### config.mk
export PLATFORM = sky130hd
export DESIGN_NAME = connection_slot_cache_lru_aging_flat
export DESIGN_NICKNAME = d
export VERILOG_FILES = /design/src/sv/cslru_pkg.sv /design/src/sv/cslru_if.sv /design/src/sv/cslru_ctrl.sv /design/src/sv/cslru_dp.sv /design/src/sv/connection_slot_cache_lru_aging.sv /design/src/flat_wrapper.sv
export SDC_FILE = /design/constraint.sdc
export NUM_CORES = 1
export LEC_CHECK = 0
export CORE_MARGIN = 5
export CORE_UTILIZATION = 50
export DETAILED_ROUTE_END_ITERATION = 6
export DONT_BUFFER_PORTS = 1
export GPL_TIMING_DRIVEN = 0
export HOLD_SLACK_MARGIN = 0.12
export SLEW_MARGIN = 20
export SYNTH_ARGS = -nofsm -noshare
export SYNTH_HDL_FRONTEND = slang
export SYNTH_SLANG_ARGS = --single-unit
### constraint.sdc
create_clock -name clk -period 21.5 [get_ports clk]
set_clock_uncertainty 0.15 [all_clocks]
set_input_delay 2.15 -clock clk [delete_from_list [all_inputs] [get_ports clk]]
set_output_delay 2.15 -clock clk [all_outputs]
set_load 0.05 [all_outputs]
### src/sv/cslru_pkg.sv
// shared types and constants for the connection slot cache
// used by the interfaces, controller, datapath, top level and checker
package cslru_pkg;

  localparam int OP_W        = 2;
  localparam int CONN_W      = 8;
  localparam int PORT_TIME_W = 32;
  localparam int KIND_W      = 3;
  localparam int SLOT_W      = 4;
  localparam int SIU_W       = 5;
  localparam int TIMEOUT_W   = 32;
  localparam int CFG_DATA_W  = 32;
  localparam int CFG_INDEX_W = 1;

  localparam logic [CFG_INDEX_W-1:0] CFG_SLOTS_IN_USE = 1'd0;
  localparam logic [CFG_INDEX_W-1:0] CFG_IDLE_TIMEOUT = 1'd1;

  localparam logic [SIU_W-1:0]     SIU_RESET     = 5'd16;
  localparam logic [TIMEOUT_W-1:0] TIMEOUT_RESET = 32'd300;

  typedef enum logic [OP_W-1:0] {
    OP_INSERT = 2'd0,
    OP_UPDATE = 2'd1,
    OP_FLUSH  = 2'd2
  } op_t;

  typedef enum logic [KIND_W-1:0] {
    KIND_CLOSE     = 3'd0,
    KIND_STORED    = 3'd1,
    KIND_CACHED    = 3'd2,
    KIND_OFF       = 3'd3,
    KIND_UPDATED   = 3'd4,
    KIND_NOT_FOUND = 3'd5,
    KIND_FLUSHED   = 3'd6
  } kind_t;

  typedef enum logic [1:0] {
    ST_IDLE,
    ST_SCAN,
    ST_FINISH
  } state_t;

  typedef enum logic [2:0] {
    ACT_NONE,
    ACT_START,
    ACT_STEP,
    ACT_DROP,
    ACT_FINISH
  } act_t;

  typedef struct packed {
    logic direct;
    logic slot_emit;
    logic at_end;
    logic can_emit;
    logic drop_need;
  } dp_stat_t;

endpackage

### src/sv/cslru_if.sv
// request and response channel interfaces of the connection slot cache
// depends on cslru_pkg
interface cslru_req_if;
  import cslru_pkg::*;
  logic                   valid;
  logic                   ready;
  logic [OP_W-1:0]        op;
  logic [CONN_W-1:0]      conn_id;
  logic [PORT_TIME_W-1:0] now;
  logic [PORT_TIME_W-1:0] last_use;
  logic                   is_closed;

  modport source (output valid, output op, output conn_id, output now, output last_use,
                  output is_closed, input ready);
  modport sink (input valid, input op, input conn_id, input now, input last_use,
                input is_closed, output ready);
endinterface

interface cslru_rsp_if;
  import cslru_pkg::*;
  logic              valid;
  logic              ready;
  logic [KIND_W-1:0] kind;
  logic [CONN_W-1:0] conn_id_out;
  logic [SLOT_W-1:0] slot;
  logic              last;

  modport source (output valid, output kind, output conn_id_out, output slot, output last,
                  input ready);
  modport sink (input valid, input kind, input conn_id_out, input slot, input last,
                output ready);
endinterface

### src/sv/cslru_ctrl.sv
// sequencing state machine of the connection slot cache
// depends on cslru_pkg; drives datapath actions from datapath status
module cslru_ctrl (
  input  logic                        clk,
  input  logic                        rst,
  input  logic                        in_valid,
  input  logic [cslru_pkg::OP_W-1:0]  in_op,
  output logic                        in_ready,
  input  cslru_pkg::dp_stat_t         st,
  output cslru_pkg::act_t             act
);
  import cslru_pkg::*;

  state_t state, state_next;

  always_ff @(posedge clk) begin
    if (rst) begin
      state <= ST_IDLE;
    end else begin
      state <= state_next;
    end
  end

  always_comb begin
    state_next = state;
    act        = ACT_NONE;
    in_ready   = 1'b0;
    unique case (state)
      ST_IDLE: begin
        in_ready = !rst;
        if (in_valid && !rst) begin
          act = ACT_START;
          case (op_t'(in_op)) inside
            OP_INSERT: state_next = st.direct ? ST_FINISH : ST_SCAN;
            OP_UPDATE, OP_FLUSH: state_next = ST_SCAN;
            default: state_next = ST_IDLE;
          endcase
        end
      end
      ST_SCAN: begin
        if (!st.slot_emit || st.can_emit) begin
          act = ACT_STEP;
          if (st.at_end) begin
            state_next = ST_FINISH;
          end
        end
      end
      ST_FINISH: begin
        if (st.can_emit) begin
          if (st.drop_need) begin
            act = ACT_DROP;
          end else begin
            act        = ACT_FINISH;
            state_next = ST_IDLE;
          end
        end
      end
      default: state_next = ST_IDLE;
    endcase
  end

endmodule

### src/sv/cslru_dp.sv
// datapath of the connection slot cache: slot memory, valid bits, scan
// registers, config registers and output word register; depends on cslru_pkg
module cslru_dp #(
  parameter int SLOTS     = 16,
  parameter int TIME_BITS = 32
) (
  input  logic                              clk,
  input  logic                              rst,
  input  cslru_pkg::act_t                   act,
  output cslru_pkg::dp_stat_t               st,
  input  logic                              cfg_we,
  input  logic [cslru_pkg::CFG_INDEX_W-1:0] cfg_index,
  input  logic [cslru_pkg::CFG_DATA_W-1:0]  cfg_data,
  input  logic [cslru_pkg::OP_W-1:0]        op,
  input  logic [cslru_pkg::CONN_W-1:0]      conn_id,
  input  logic [cslru_pkg::PORT_TIME_W-1:0] now,
  input  logic [cslru_pkg::PORT_TIME_W-1:0] last_use,
  input  logic                              is_closed,
  cslru_rsp_if.source                       rsp
);
  import cslru_pkg::*;

  localparam int IW = (SLOTS > 1) ? $clog2(SLOTS) : 1;
  localparam int NW = $clog2(SLOTS + 1);
  localparam int TW = TIME_BITS;

  // config
  logic [SIU_W-1:0]     slots_in_use;
  logic [TIMEOUT_W-1:0] idle_timeout;
  logic [NW-1:0]        n_act;

  // table state
  logic             started;
  logic [SLOTS-1:0] valid;
  logic [CONN_W-1:0] mem_conn [SLOTS];
  logic [TW-1:0]     mem_lu [SLOTS];
  logic              mem_closed [SLOTS];
  logic [CONN_W-1:0] rd_conn;
  logic [TW-1:0]     rd_lu;
  logic              rd_closed;
  logic [IW-1:0]     rd_addr;

  // captured word
  op_t               r_op;
  logic [CONN_W-1:0] r_id;
  logic [TW-1:0]     r_now;
  logic [TW-1:0]     r_lu;
  logic              r_cl;
  logic [63:0]       now_x;
  logic [63:0]       lu_x;

  // scan registers
  logic [IW-1:0]     idx;
  logic              found;
  logic [IW-1:0]     self_slot;
  logic [IW-1:0]     best_slot;
  logic              best_valid;
  logic              best_closed;
  logic [TW-1:0]     best_lu;
  logic [CONN_W-1:0] best_conn;

  // per-slot decode
  logic          in_range;
  logic          cur_valid;
  logic          is_self;
  logic [TW-1:0] diff;
  logic          expired;
  logic          slot_emit;
  logic          direct;

  // finish decode
  kind_t             fin_kind;
  logic [CONN_W-1:0] fin_conn;
  logic [IW-1:0]     fin_slot;
  logic              fin_we;
  logic              fin_started;
  logic              mem_we;

  // output register
  logic              out_valid;
  kind_t             out_kind;
  logic [CONN_W-1:0] out_conn;
  logic [SLOT_W-1:0] out_slot;
  logic              out_last;
  logic              load;
  kind_t             ld_kind;
  logic [CONN_W-1:0] ld_conn;
  logic [SLOT_W-1:0] ld_slot;
  logic              ld_last;

  assign n_act = (32'(slots_in_use) > 32'(SLOTS)) ? NW'(SLOTS) : NW'(slots_in_use);
  assign now_x = 64'(now);
  assign lu_x  = 64'(last_use);

  assign in_range  = NW'(idx) < n_act;
  assign cur_valid = valid[idx];
  assign is_self   = cur_valid && (rd_conn == r_id) && !found;
  assign diff      = r_now - rd_lu;
  assign expired   = (r_now > rd_lu) && (64'(diff) > 64'(idle_timeout));
  assign direct    = (n_act == '0) || !started;

  always_comb begin
    case (r_op)
      OP_INSERT: slot_emit = in_range && cur_valid && !rd_closed && expired && !is_self;
      OP_FLUSH:  slot_emit = in_range && cur_valid && !rd_closed;
      default:   slot_emit = 1'b0;
    endcase
  end

  assign st.direct    = direct;
  assign st.slot_emit = slot_emit;
  assign st.at_end    = (idx == IW'(SLOTS - 1));
  assign st.can_emit  = !out_valid || rsp.ready;
  assign st.drop_need = (r_op == OP_INSERT) && !direct && !found && best_valid && !best_closed;

  always_comb begin
    fin_kind    = KIND_FLUSHED;
    fin_conn    = r_id;
    fin_slot    = '0;
    fin_we      = 1'b0;
    fin_started = 1'b0;
    case (r_op)
      OP_INSERT: begin
        if (n_act == '0) begin
          fin_kind = KIND_OFF;
        end else if (!started) begin
          fin_kind    = KIND_STORED;
          fin_we      = 1'b1;
          fin_started = 1'b1;
        end else if (found) begin
          fin_kind = KIND_CACHED;
          fin_slot = self_slot;
        end else begin
          fin_kind = KIND_STORED;
          fin_slot = best_slot;
          fin_we   = 1'b1;
        end
      end
      OP_UPDATE: begin
        if (found) begin
          fin_kind = KIND_UPDATED;
          fin_slot = self_slot;
          fin_we   = 1'b1;
        end else begin
          fin_kind = KIND_NOT_FOUND;
        end
      end
      default: begin
        fin_kind = KIND_FLUSHED;
        fin_conn = '0;
      end
    endcase
  end

  assign mem_we = (act == ACT_FINISH) && fin_we;

  always_comb begin
    case (act)
      ACT_START: rd_addr = '0;
      ACT_STEP:  rd_addr = idx + IW'(1);
      default:   rd_addr = idx;
    endcase
  end

  always_ff @(posedge clk) begin
    if (mem_we) begin
      mem_conn[fin_slot]   <= r_id;
      mem_lu[fin_slot]     <= r_lu;
      mem_closed[fin_slot] <= r_cl;
    end
    rd_conn   <= mem_conn[rd_addr];
    rd_lu     <= mem_lu[rd_addr];
    rd_closed <= mem_closed[rd_addr];
  end

  always_ff @(posedge clk) begin
    if (rst) begin
      slots_in_use <= SIU_RESET;
      idle_timeout <= TIMEOUT_RESET;
    end else if (cfg_we) begin
      unique case (cfg_index)
        CFG_SLOTS_IN_USE: slots_in_use <= cfg_data[SIU_W-1:0];
        CFG_IDLE_TIMEOUT: idle_timeout <= cfg_data[TIMEOUT_W-1:0];
        default: ;
      endcase
    end
  end

  always_ff @(posedge clk) begin
    if (rst) begin
      valid   <= '0;
      started <= 1'b0;
    end else begin
      if (act == ACT_STEP &&
          (slot_emit || (r_op == OP_FLUSH && in_range && cur_valid))) begin
        valid[idx] <= 1'b0;
      end
      if (mem_we) begin
        valid[fin_slot] <= 1'b1;
      end
      if (act == ACT_FINISH && fin_started) begin
        started <= 1'b1;
      end
    end
  end

  always_ff @(posedge clk) begin
    case (act)
      ACT_START: begin
        r_op  <= op_t'(op);
        r_id  <= conn_id;
        r_now <= now_x[TW-1:0];
        r_lu  <= lu_x[TW-1:0];
        r_cl  <= is_closed;
        idx   <= '0;
        found <= 1'b0;
      end
      ACT_STEP: begin
        idx <= idx + IW'(1);
        if (is_self) begin
          found     <= 1'b1;
          self_slot <= idx;
        end
        if (r_op == OP_INSERT && in_range) begin
          if (!cur_valid || rd_closed) begin
            best_slot   <= idx;
            best_valid  <= cur_valid;
            best_closed <= rd_closed;
            best_lu     <= rd_lu;
            best_conn   <= rd_conn;
          end else if (slot_emit) begin
            best_slot  <= idx;
            best_valid <= 1'b0;
          end else if (idx == '0 || (best_valid && rd_lu < best_lu)) begin
            best_slot   <= idx;
            best_valid  <= 1'b1;
            best_closed <= 1'b0;
            best_lu     <= rd_lu;
            best_conn   <= rd_conn;
          end
        end
      end
      ACT_DROP: best_valid <= 1'b0;
      default: ;
    endcase
  end

  always_comb begin
    load    = 1'b0;
    ld_kind = KIND_CLOSE;
    ld_conn = rd_conn;
    ld_slot = SLOT_W'(idx);
    ld_last = 1'b0;
    case (act)
      ACT_STEP: load = slot_emit;
      ACT_DROP: begin
        load    = 1'b1;
        ld_conn = best_conn;
        ld_slot = SLOT_W'(best_slot);
      end
      ACT_FINISH: begin
        load    = 1'b1;
        ld_kind = fin_kind;
        ld_conn = fin_conn;
        ld_slot = SLOT_W'(fin_slot);
        ld_last = 1'b1;
      end
      default: load = 1'b0;
    endcase
  end

  always_ff @(posedge clk) begin
    if (rst) begin
      out_valid <= 1'b0;
    end else if (load) begin
      out_valid <= 1'b1;
    end else if (rsp.ready) begin
      out_valid <= 1'b0;
    end
  end

  always_ff @(posedge clk) begin
    if (load) begin
      out_kind <= ld_kind;
      out_conn <= ld_conn;
      out_slot <= ld_slot;
      out_last <= ld_last;
    end
  end

  assign rsp.valid       = out_valid;
  assign rsp.kind        = out_kind;
  assign rsp.conn_id_out = out_conn;
  assign rsp.slot        = out_slot;
  assign rsp.last        = out_last;

endmodule

### src/sv/connection_slot_cache_lru_aging.sv
// connection slot cache with least-recently-used replacement and idle expiry
// req channel: one word per operation (insert, update, flush); rsp channel:
// close words for evicted open entries, then one final word with last set.
// config: cfg_we with cfg_index 0 writes slots_in_use, index 1 idle_timeout;
// write only while no operation is in flight.
// timing: a word is taken in the cycle req.ready is high, then the slot
// memory is walked one slot per cycle (while not held, see below) over all
// SLOTS slots for an insert (after the first), update or flush, and a
// replaced open victim gives one more close word. the first insert after
// reset and inserts with caching off skip the walk; op 3 gives no word.
// the walk is set by the single read port of the memory.
// rsp has a one-word output register; while it is full and rsp.ready is low
// the walk holds at any slot that has a close word to give, and req.ready stays low until
// the final word is loaded.
// reset: synchronous rst clears valid bits, the started flag, the output
// register and restores slots_in_use 16 and idle_timeout 300.
// depends on cslru_pkg, cslru_if, cslru_ctrl and cslru_dp
module connection_slot_cache_lru_aging #(
  parameter int SLOTS     = 16,
  parameter int TIME_BITS = 32
) (
  input  logic                              clk,
  input  logic                              rst,
  input  logic                              cfg_we,
  input  logic [cslru_pkg::CFG_INDEX_W-1:0] cfg_index,
  input  logic [cslru_pkg::CFG_DATA_W-1:0]  cfg_data,
  cslru_req_if.sink                         req,
  cslru_rsp_if.source                       rsp
);
  import cslru_pkg::*;

  act_t     act;
  dp_stat_t st;

  cslru_ctrl u_ctrl (
    .clk      (clk),
    .rst      (rst),
    .in_valid (req.valid),
    .in_op    (req.op),
    .in_ready (req.ready),
    .st       (st),
    .act      (act)
  );

  cslru_dp #(
    .SLOTS     (SLOTS),
    .TIME_BITS (TIME_BITS)
  ) u_dp (
    .clk       (clk),
    .rst       (rst),
    .act       (act),
    .st        (st),
    .cfg_we    (cfg_we),
    .cfg_index (cfg_index),
    .cfg_data  (cfg_data),
    .op        (req.op),
    .conn_id   (req.conn_id),
    .now       (req.now),
    .last_use  (req.last_use),
    .is_closed (req.is_closed),
    .rsp       (rsp)
  );

endmodule

### src/flat_wrapper.sv
// flat-port wrapper written by rule: the top's interface ports become plain ports
module connection_slot_cache_lru_aging_flat import cslru_pkg::*;
#(
  parameter int SLOTS     = 16,
  parameter int TIME_BITS = 32
)
  (clk, rst, cfg_we, cfg_index, cfg_data, req_valid, req_op, req_conn_id, req_now, req_last_use, req_is_closed, req_ready, rsp_valid, rsp_kind, rsp_conn_id_out, rsp_slot, rsp_last, rsp_ready);
  cslru_req_if req_i ();
  cslru_rsp_if rsp_i ();
  input  logic clk;
  input  logic rst;
  input  logic cfg_we;
  input  logic [cslru_pkg::CFG_INDEX_W-1:0] cfg_index;
  input  logic [cslru_pkg::CFG_DATA_W-1:0] cfg_data;
  input wire logic [$bits(req_i.valid)-1:0] req_valid;
  input wire logic [$bits(req_i.op)-1:0] req_op;
  input wire logic [$bits(req_i.conn_id)-1:0] req_conn_id;
  input wire logic [$bits(req_i.now)-1:0] req_now;
  input wire logic [$bits(req_i.last_use)-1:0] req_last_use;
  input wire logic [$bits(req_i.is_closed)-1:0] req_is_closed;
  output wire logic [$bits(req_i.ready)-1:0] req_ready;
  output wire logic [$bits(rsp_i.valid)-1:0] rsp_valid;
  output wire logic [$bits(rsp_i.kind)-1:0] rsp_kind;
  output wire logic [$bits(rsp_i.conn_id_out)-1:0] rsp_conn_id_out;
  output wire logic [$bits(rsp_i.slot)-1:0] rsp_slot;
  output wire logic [$bits(rsp_i.last)-1:0] rsp_last;
  input wire logic [$bits(rsp_i.ready)-1:0] rsp_ready;
  assign req_i.valid = req_valid;
  assign req_i.op = req_op;
  assign req_i.conn_id = req_conn_id;
  assign req_i.now = req_now;
  assign req_i.last_use = req_last_use;
  assign req_i.is_closed = req_is_closed;
  assign req_ready = req_i.ready;
  assign rsp_valid = rsp_i.valid;
  assign rsp_kind = rsp_i.kind;
  assign rsp_conn_id_out = rsp_i.conn_id_out;
  assign rsp_slot = rsp_i.slot;
  assign rsp_last = rsp_i.last;
  assign rsp_i.ready = rsp_ready;
  connection_slot_cache_lru_aging #(.SLOTS(SLOTS), .TIME_BITS(TIME_BITS)) u_core (.clk(clk), .rst(rst), .cfg_we(cfg_we), .cfg_index(cfg_index), .cfg_data(cfg_data), .req(req_i), .rsp(rsp_i));
endmodule
==> results of run 1 <==
path summary, 6_finish.rpt:
kind | slack (ns) | endpoint | start | depth (start not counted)
max | 12.57 | u_core.u_dp.rd_lu[1] | u_core.u_dp.rd_lu[10] | 26
min reg2reg | 0.31 | u_core.u_dp.idle_timeout[19] | u_core.u_dp.idle_timeout[19] | 2
min | 0.31 | u_core.u_dp.idle_timeout[19] | u_core.u_dp.idle_timeout[19] | 2
max reg2reg | 12.57 | u_core.u_dp.rd_lu[1] | u_core.u_dp.rd_lu[10] | 26
logic make-up (layout without fill, tap and decap cells):
| family | after synthesis | after routing |
|---|---|---|
| buf+inv | 654 | 852 |
| fa+ha+maj | 104 | 104 |
| flops | 900 | 900 |
| other cells | 0 | 1 |
| simple gates | 516 | 516 |
| compound gates | 900 | 900 |
| xor+xnor | 36 | 36 |
| mux | 15 | 15 |
flip-flops by register name, indices dropped and copies added, names as in the netlist, 16 cells and up:
| register | cells |
|---|---|
| u_core.u_dp.mem_conn | 128 |
| u_core.u_dp.idle_timeout | 32 |
| u_core.u_dp.mem_lu | 512 |
| u_core.u_dp.mem_closed | 16 |
| u_core.u_dp.best_lu | 32 |
| u_core.u_dp.valid | 16 |
| u_core.u_dp.r_now | 32 |
| u_core.u_dp.r_lu | 32 |
| u_core.u_dp.rd_lu | 32 |
layout by cell type (no fill, tap or decap), types with 19 or more instances in the layout:
master | netlist | final
edfxtp_1 | 798 | 798
inv_1 | 462 | 445
o21ai_0 | 358 | 358
o211ai_1 | 332 | 332
nand3_1 | 186 | 186
clkbuf_1 | 115 | 142
nand2_1 | 118 | 118
ha_1 | 103 | 103
dfxtp_1 | 102 | 102
a21oi_1 | 99 | 99
clkbuf_16 | 0 | 99
buf_2 | 62 | 62
nand4_1 | 59 | 59
nor2_1 | 58 | 57
a21o_1 | 40 | 40
xnor2_1 | 24 | 24
o21ai_1 | 20 | 20
clkinv_2 | 0 | 19
through the flow:
stage	worst slack [ns]	total power (uW)	utilization [%]	cells
floorplan	13.04	2811	-	3125
global placement	10.66	3177	51.84	4165
detailed placement	12.78	3214	52.28	4182
CTS	12.72	4898	56.47	4363
global route	12.27	5102	56.47	4363
finish	12.57	4882	56.47	4364
worst max-delay path: cells and delay by family (launching register included):
family          cells  cell delay (ns)
mux                 1             0.55
simple gates       10             2.79
buf+inv             3             1.06
fa+ha+maj           2             0.70
compound gates      9             2.85
flops               1             0.49
xor+xnor            1             0.15
where the power goes:
group	internal, uW	switching (uW)	leakage [uW]	total [uW]
registers	1970	82.0	0.00804	2050
clock network	1010	684	0.00158	1690
logic	401	736	0.00597	1140
layout make-up:
| class | instances | area (um^2) |
|---|---|---|
| diodes | 1 | 2.502 |
| plain buffers | 192 | 875.8 |
| clock buffers | 129 | 2600 |
| clock inverters | 52 | 626.9 |
| fillers | 6353 | 33560 |
| inverters | 462 | 1759 |
| multi-input cells | 1571 | 10080 |
| flip-flops and latches | 900 | 26000 |
| well taps | 1040 | 1301 |
| repair buffers | 17 | 279.0 |
routing by layer:
| layer | GRT usage (%) | routed length, um | vias to the layer above | share of wire (%) |
|---|---|---|---|---|
| met4 | 9.250 | 4079 | 6 | 3.8 |
| met3 | 5.234 | 7876 | 225 | 7.3 |
| met2 | 42.83 | 52050 | 1050 | 48 |
| met1 | 33.36 | 43520 | 12560 | 40 |
| li1 | - | - | 11710 | - |
| met5 | 0 | 40 | - | 0.037 |
==> impl_metrics.json, run 1 <==
{
  "status": "complete, no violations",
  "hp-class": "reg2reg",
  "antenna_found_initial": 5,
  "synth_area_um2": 38660,
  "relSlewSlack_pct": 37.98,
  "post_cts_buffers": 0,
  "cap_viol_max_count": 0,
  "grt_max_degree": 53,
  "drv_slew": 0,
  "fin_area_um2": 43530,
  "synth_xor_area_share_pct": 0.8156,
  "finalCriticalPeriod_ns": 8.927,
  "path_common_cell": "a21o_1",
  "yosys_warnings": 0,
  "initial_core_util_pct": 50.15,
  "synth_cells": 3125,
  "rows": 102,
  "ys_types": 65,
  "cts_resized": 0,
  "grt_pass1_vias": 25680,
  "yosys.area.top_type_share_pct": 61.98,
  "finalCritPeriodShare_pct": 41.52,
  "synth_nets": 3342,
  "clk_latency_ns": 0.67,
  "yosysSeqAreaShare_pct": 67.27,
  "fmax_mhz": 112.0,
  "synth.largest_area_cell": "edfxtp_1",
  "start_kind": "flip-flop",
  "synth.avg_cell_area_um2": 12.37,
  "ys.flop_type": "edfxtp_1",
  "drive_gt1_share_pct": 8.215,
  "synth.most_common_cell": "edfxtp_1",
  "synthTopCellsByArea": "edfxtp_1, o211ai_1, dfxtp_1",
  "grt_pass1_wl_um": 159300,
  "io_buffers": 0,
  "chipWidth_um": 288.1,
  "cts_made_buffers": 97,
  "clock_tree.root_cell": "clkbuf_16",
  "ys_seq_elements": 900,
  "grtUsageTotal_pct": 25.60,
  "rsz0062_at_grt": "no",
  "setup_violations": 0,
  "htreeDepth": 3,
  "clk_pin_slew_ns": 0.05,
  "async_reset_ff_share_pct": 0,
  "synth_edf_count": 798,
  "synth-compound-area-share_pct": 14.54,
  "critPathSlowestCell": "or4_1",
  "cp_max_fo": 10,
  "core_area_um2": 77080,
  "synth_simple_gate_area_share_pct": 6.722,
  "globalRouteOverflowTotal": 0,
  "drt_iter0_markers": 2297,
  "place_congestion": 0.9470,
  "crit_required_ns": 21.87,
  "synth.area.mux_share_pct": 0.5243,
  "critical_path_class": "reg2reg",
  "die_h_um": 288.1,
  "num_vias": 25550,
  "finalHoldViolCount": 0,
  "holdBufCountCts": 0,
  "synthAdderAreaFrac_pct": 3.385,
  "place_area_um2": 40300,
  "yosys-top-cells-count": "edfxtp_1, inv_1, o21ai_0",
  "dr.pass1.iters": 6,
  "cts_num_sinks": 900,
  "die-area_um2": 82980,
  "power.leakage_uw": 0.01560,
  "peakVddDrop_v": 0.00006360,
  "viasPerCell": 5.855,
  "setup_tns_ns": 0,
  "cts.path.max_buffers": 3,
  "synth_top_family_by_area": "compound AO/OA/AOI/OAI gates",
  "holdWs_ns": 0.3123,
  "tightest_slew_ns": 0.9303,
  "cp_data_arrival_time_ns": 9.30,
  "area_growth_pct": 12.59,
  "cellPowerDensity_nw_per_um2": 112.2,
  "cts_tree": "built",
  "detail-route-antenna-nets": 0,
  "wirelength_um": 107600,
  "drc_errors": 0,
  "nNetsFinal": 3458,
  "dp_hpwl_um": 74760,
  "ios": 131,
  "end_kind": "flip-flop",
  "slowest_delay_ns": 0.71,
  "wl_per_cell_um": 24.65
}
(Power assumes the default switching activity.)
==> run 2, diff against run 1 <==
Settings changed: ABC_AREA set to 1.
Clock period 21.5 ns to 9 ns, I/O delays scaled along.
==> run 2 against run 1 <==
Effect of this change:
- hold slack worse by 0.14 ns
- fmax is 19% higher
- sequential power is 140% higher
- non-clock buffer count is 23 higher
- die area is 3.1% higher
- count of clock-buffer cells in the layout is 8 lower
- highest routed layer unchanged
- total power grew to 2.7 times the previous value
- combinational power grew to 3.5 times the previous value
- global-route usage is 1.6 points higher
- first-iteration DRC count is 37% higher
- via count is 11% higher
- final area is 4.5% higher
==> impl_metrics.json, run 2 <==
{
  "status": "complete, no violations",
  "p_int_uw": 8371,
  "path_common_cell": "nand2_1",
  "cp.depth": 32,
  "p_sw_share_pct": 35.61,
  "largest_register": "u_core.u_dp.mem_lu",
  "clock_tree.root_cell": "clkbuf_16",
  "ios": 131,
  "synth_area_um2": 39910,
  "cts_made_buffers": 96,
  "relSlewSlack_pct": 15.80,
  "slowest_delay_ns": 0.73,
  "dr.pass1.iters": 6,
  "hp-class": "in2reg",
  "yosysSeqAreaShare_pct": 65.16,
  "core_area_um2": 79130,
  "ys_seq_elements": 900,
  "synthTopCellsByArea": "edfxtp_1, nand3_1, nand2_1",
  "cts_resized": 0,
  "ys_types": 51,
  "yosys_warnings": 0,
  "layout.cells.non_filler": 5119,
  "end_kind": "flip-flop",
  "finalCritPeriodShare_pct": 83.11,
  "post_cts_buffers": 0,
  "mostFrequentLayoutCells": "nand2_1, edfxtp_1, nand3_1",
  "nNetsFinal": 4200,
  "place_congestion": 0.8711,
  "dp_hpwl_um": 82050,
  "cp_data_arrival_time_ns": 7.82,
  "synth_cells": 3840,
  "finalCriticalPeriod_ns": 7.480,
  "placed_cells": 4935,
  "grtUsageTotal_pct": 27.23,
  "yosys-top-cells-count": "nand2_1, edfxtp_1, nand3_1",
  "io_buffers": 0,
  "rsz0062_at_grt": "no",
  "wl_per_cell_um": 23.22,
  "tightest_slew_ns": 1.263,
  "drt_iter0_markers": 3158,
  "rows": 103,
  "clk_latency_ns": 0.67,
  "antenna_found_initial": 6,
  "cts_tree": "built",
  "fmax_mhz": 133.7,
  "synth_nets": 4057,
  "fin_area_um2": 45480,
  "drive_gt1_share_pct": 9.154,
  "critical_path_class": "reg2reg",
  "ys.flop_type": "edfxtp_1",
  "start_kind": "flip-flop",
  "grt_pass1_vias": 27160,
  "reg.largest.list": "u_core.u_dp.mem_lu (512), u_core.u_dp.mem_conn (128)",
  "synth.largest_area_cell": "edfxtp_1",
  "area_growth_pct": 13.96,
  "cap_viol_max_count": 0,
  "hold_depth": 0,
  "ff2ff_path_depth": 32,
  "grt_pass1_wl_um": 173900,
  "die-area_um2": 85570,
  "htreeDepth": 3,
  "peakVddDrop_v": 0.0001863,
  "synth_edf_count": 798,
  "critPathSlowestCell": "o21ai_2",
  "largest_reg_flops": 512,
  "drc_errors": 0,
  "p_sw_uw": 4630,
  "pwr-share-seq_pct": 37.9,
  "cts.path.max_buffers": 3,
  "detail-route-antenna-nets": 0,
  "num_vias": 28410,
  "globalRouteOverflowTotal": 0,
  "initial_core_util_pct": 50.43,
  "n_fill_cell": 6688,
  "cellPowerDensity_nw_per_um2": 285.9,
  "place_area_um2": 42200,
  "clkPwrFrac_pct": 31.4,
  "yosys.area.top_type_share_pct": 60.05,
  "finalPower_uw": 13000,
  "cp_num_buf_inv": 5,
  "power.leakage_uw": 0.01861,
  "chipWidth_um": 292.5,
  "cp_max_fo": 10,
  "viasPerCell": 5.551,
  "synth.avg_cell_area_um2": 10.39,
  "setup_violations": 0,
  "async_reset_ff_share_pct": 0,
  "drv_slew": 0,
  "grt_max_degree": 25,
  "wirelength_um": 118800,
  "layout_commonest_cell": "nand2_1",
  "holdBufCountCts": 0,
  "clk_pin_slew_ns": 0.06,
  "cts_num_sinks": 900,
  "combPwrFrac_pct": 30.6,
  "die_h_um": 292.5,
  "finalHoldViolCount": 0,
  "crit_family": "compound AO/OA/AOI/OAI gates",
  "synth.most_common_cell": "nand2_1",
  "crit_required_ns": 9.34
}
==> run 2: cells by family (layout without fill, tap and decap cells) <==
kind of cell | after synthesis | in the layout | share of synthesized area, %
multiplexers | 1 | 1 | 0.02508
AO/OA/AOI/OAI | 254 | 254 | 3.580
other | 0 | 5 | 0
flip-flops | 900 | 900 | 65.16
XOR/XNOR | 35 | 35 | 0.7681
AND/OR/NAND/NOR | 1803 | 1803 | 19.69
adder cells (fa/ha/maj) | 104 | 104 | 3.280
buffers and inverters | 743 | 967 | 7.496
==> run 2: metal layers <==
layer / share of wire, % / global-route usage, %
met1: 41 / 37.35
met2: 46 / 43.36
met3: 9.3 / 5.095
met4: 4.4 / 10.92
met5: 0.011 / 0
==> run 2: worst reg2reg max path: cells and delay by family, from the launching register on <==
kind	cells	cell delay, ns
compound gates	9	2.89
xor+xnor	1	0.17
fa+ha+maj	2	0.67
buf+inv	5	0.98
flops	1	0.36
simple gates	15	2.10
==> run 2: path summary, 6_finish.rpt <==
kind                                 from                            to  slack, ns
max                  u_core.u_dp.rd_lu[2]         u_core.u_dp.rd_lu[17]       1.52
min                      req_last_use[13]          u_core.u_dp.r_lu[13]       0.17
max reg2reg          u_core.u_dp.rd_lu[2]         u_core.u_dp.rd_lu[17]       1.52
min reg2reg  u_core.u_dp.idle_timeout[20]  u_core.u_dp.idle_timeout[20]       0.31
==> run 2: layout make-up <==
cell class,instances,area [um^2],share of cell area (%)
Clock buffer,121,2684,5.901
Clock inverter,58,578.1,1.271
Timing Repair Buffer,45,840.8,1.849
Sequential cell,900,26000,57.18
Buffer,187,905.9,1.992
Multi-Input combinational cell,2197,11050,24.30
Inverter,556,2087,4.589
Antenna cell,5,12.51,0.02751
Tap cell,1050,1314,2.889
==> run 2: metrics by stage <==
stage	worst slack, ns	hold WS (ns)	util (%)	TNS, ns
detailed placement	1.570	0.3060	53.33	0
global route	1.137	0.1641	57.46	0
CTS	1.533	0.1520	57.46	0
finish	1.520	0.1735	57.47	0
floorplan	0.4970	0.2815	-	0
global placement	-5.880	0.3039	52.09	-433.75
==> run 2: power by group through the flow <==
stage,Sequential [uW],Clock (uW),Combinational (uW)
2_1_floorplan,4940,0,2540
3_3_place_gp,5030,0,3840
3_5_place_dp,5020,0,3900
4_1_cts,4930,4120,3930
5_1_grt,4960,4290,4370
6_report,4930,4080,3980
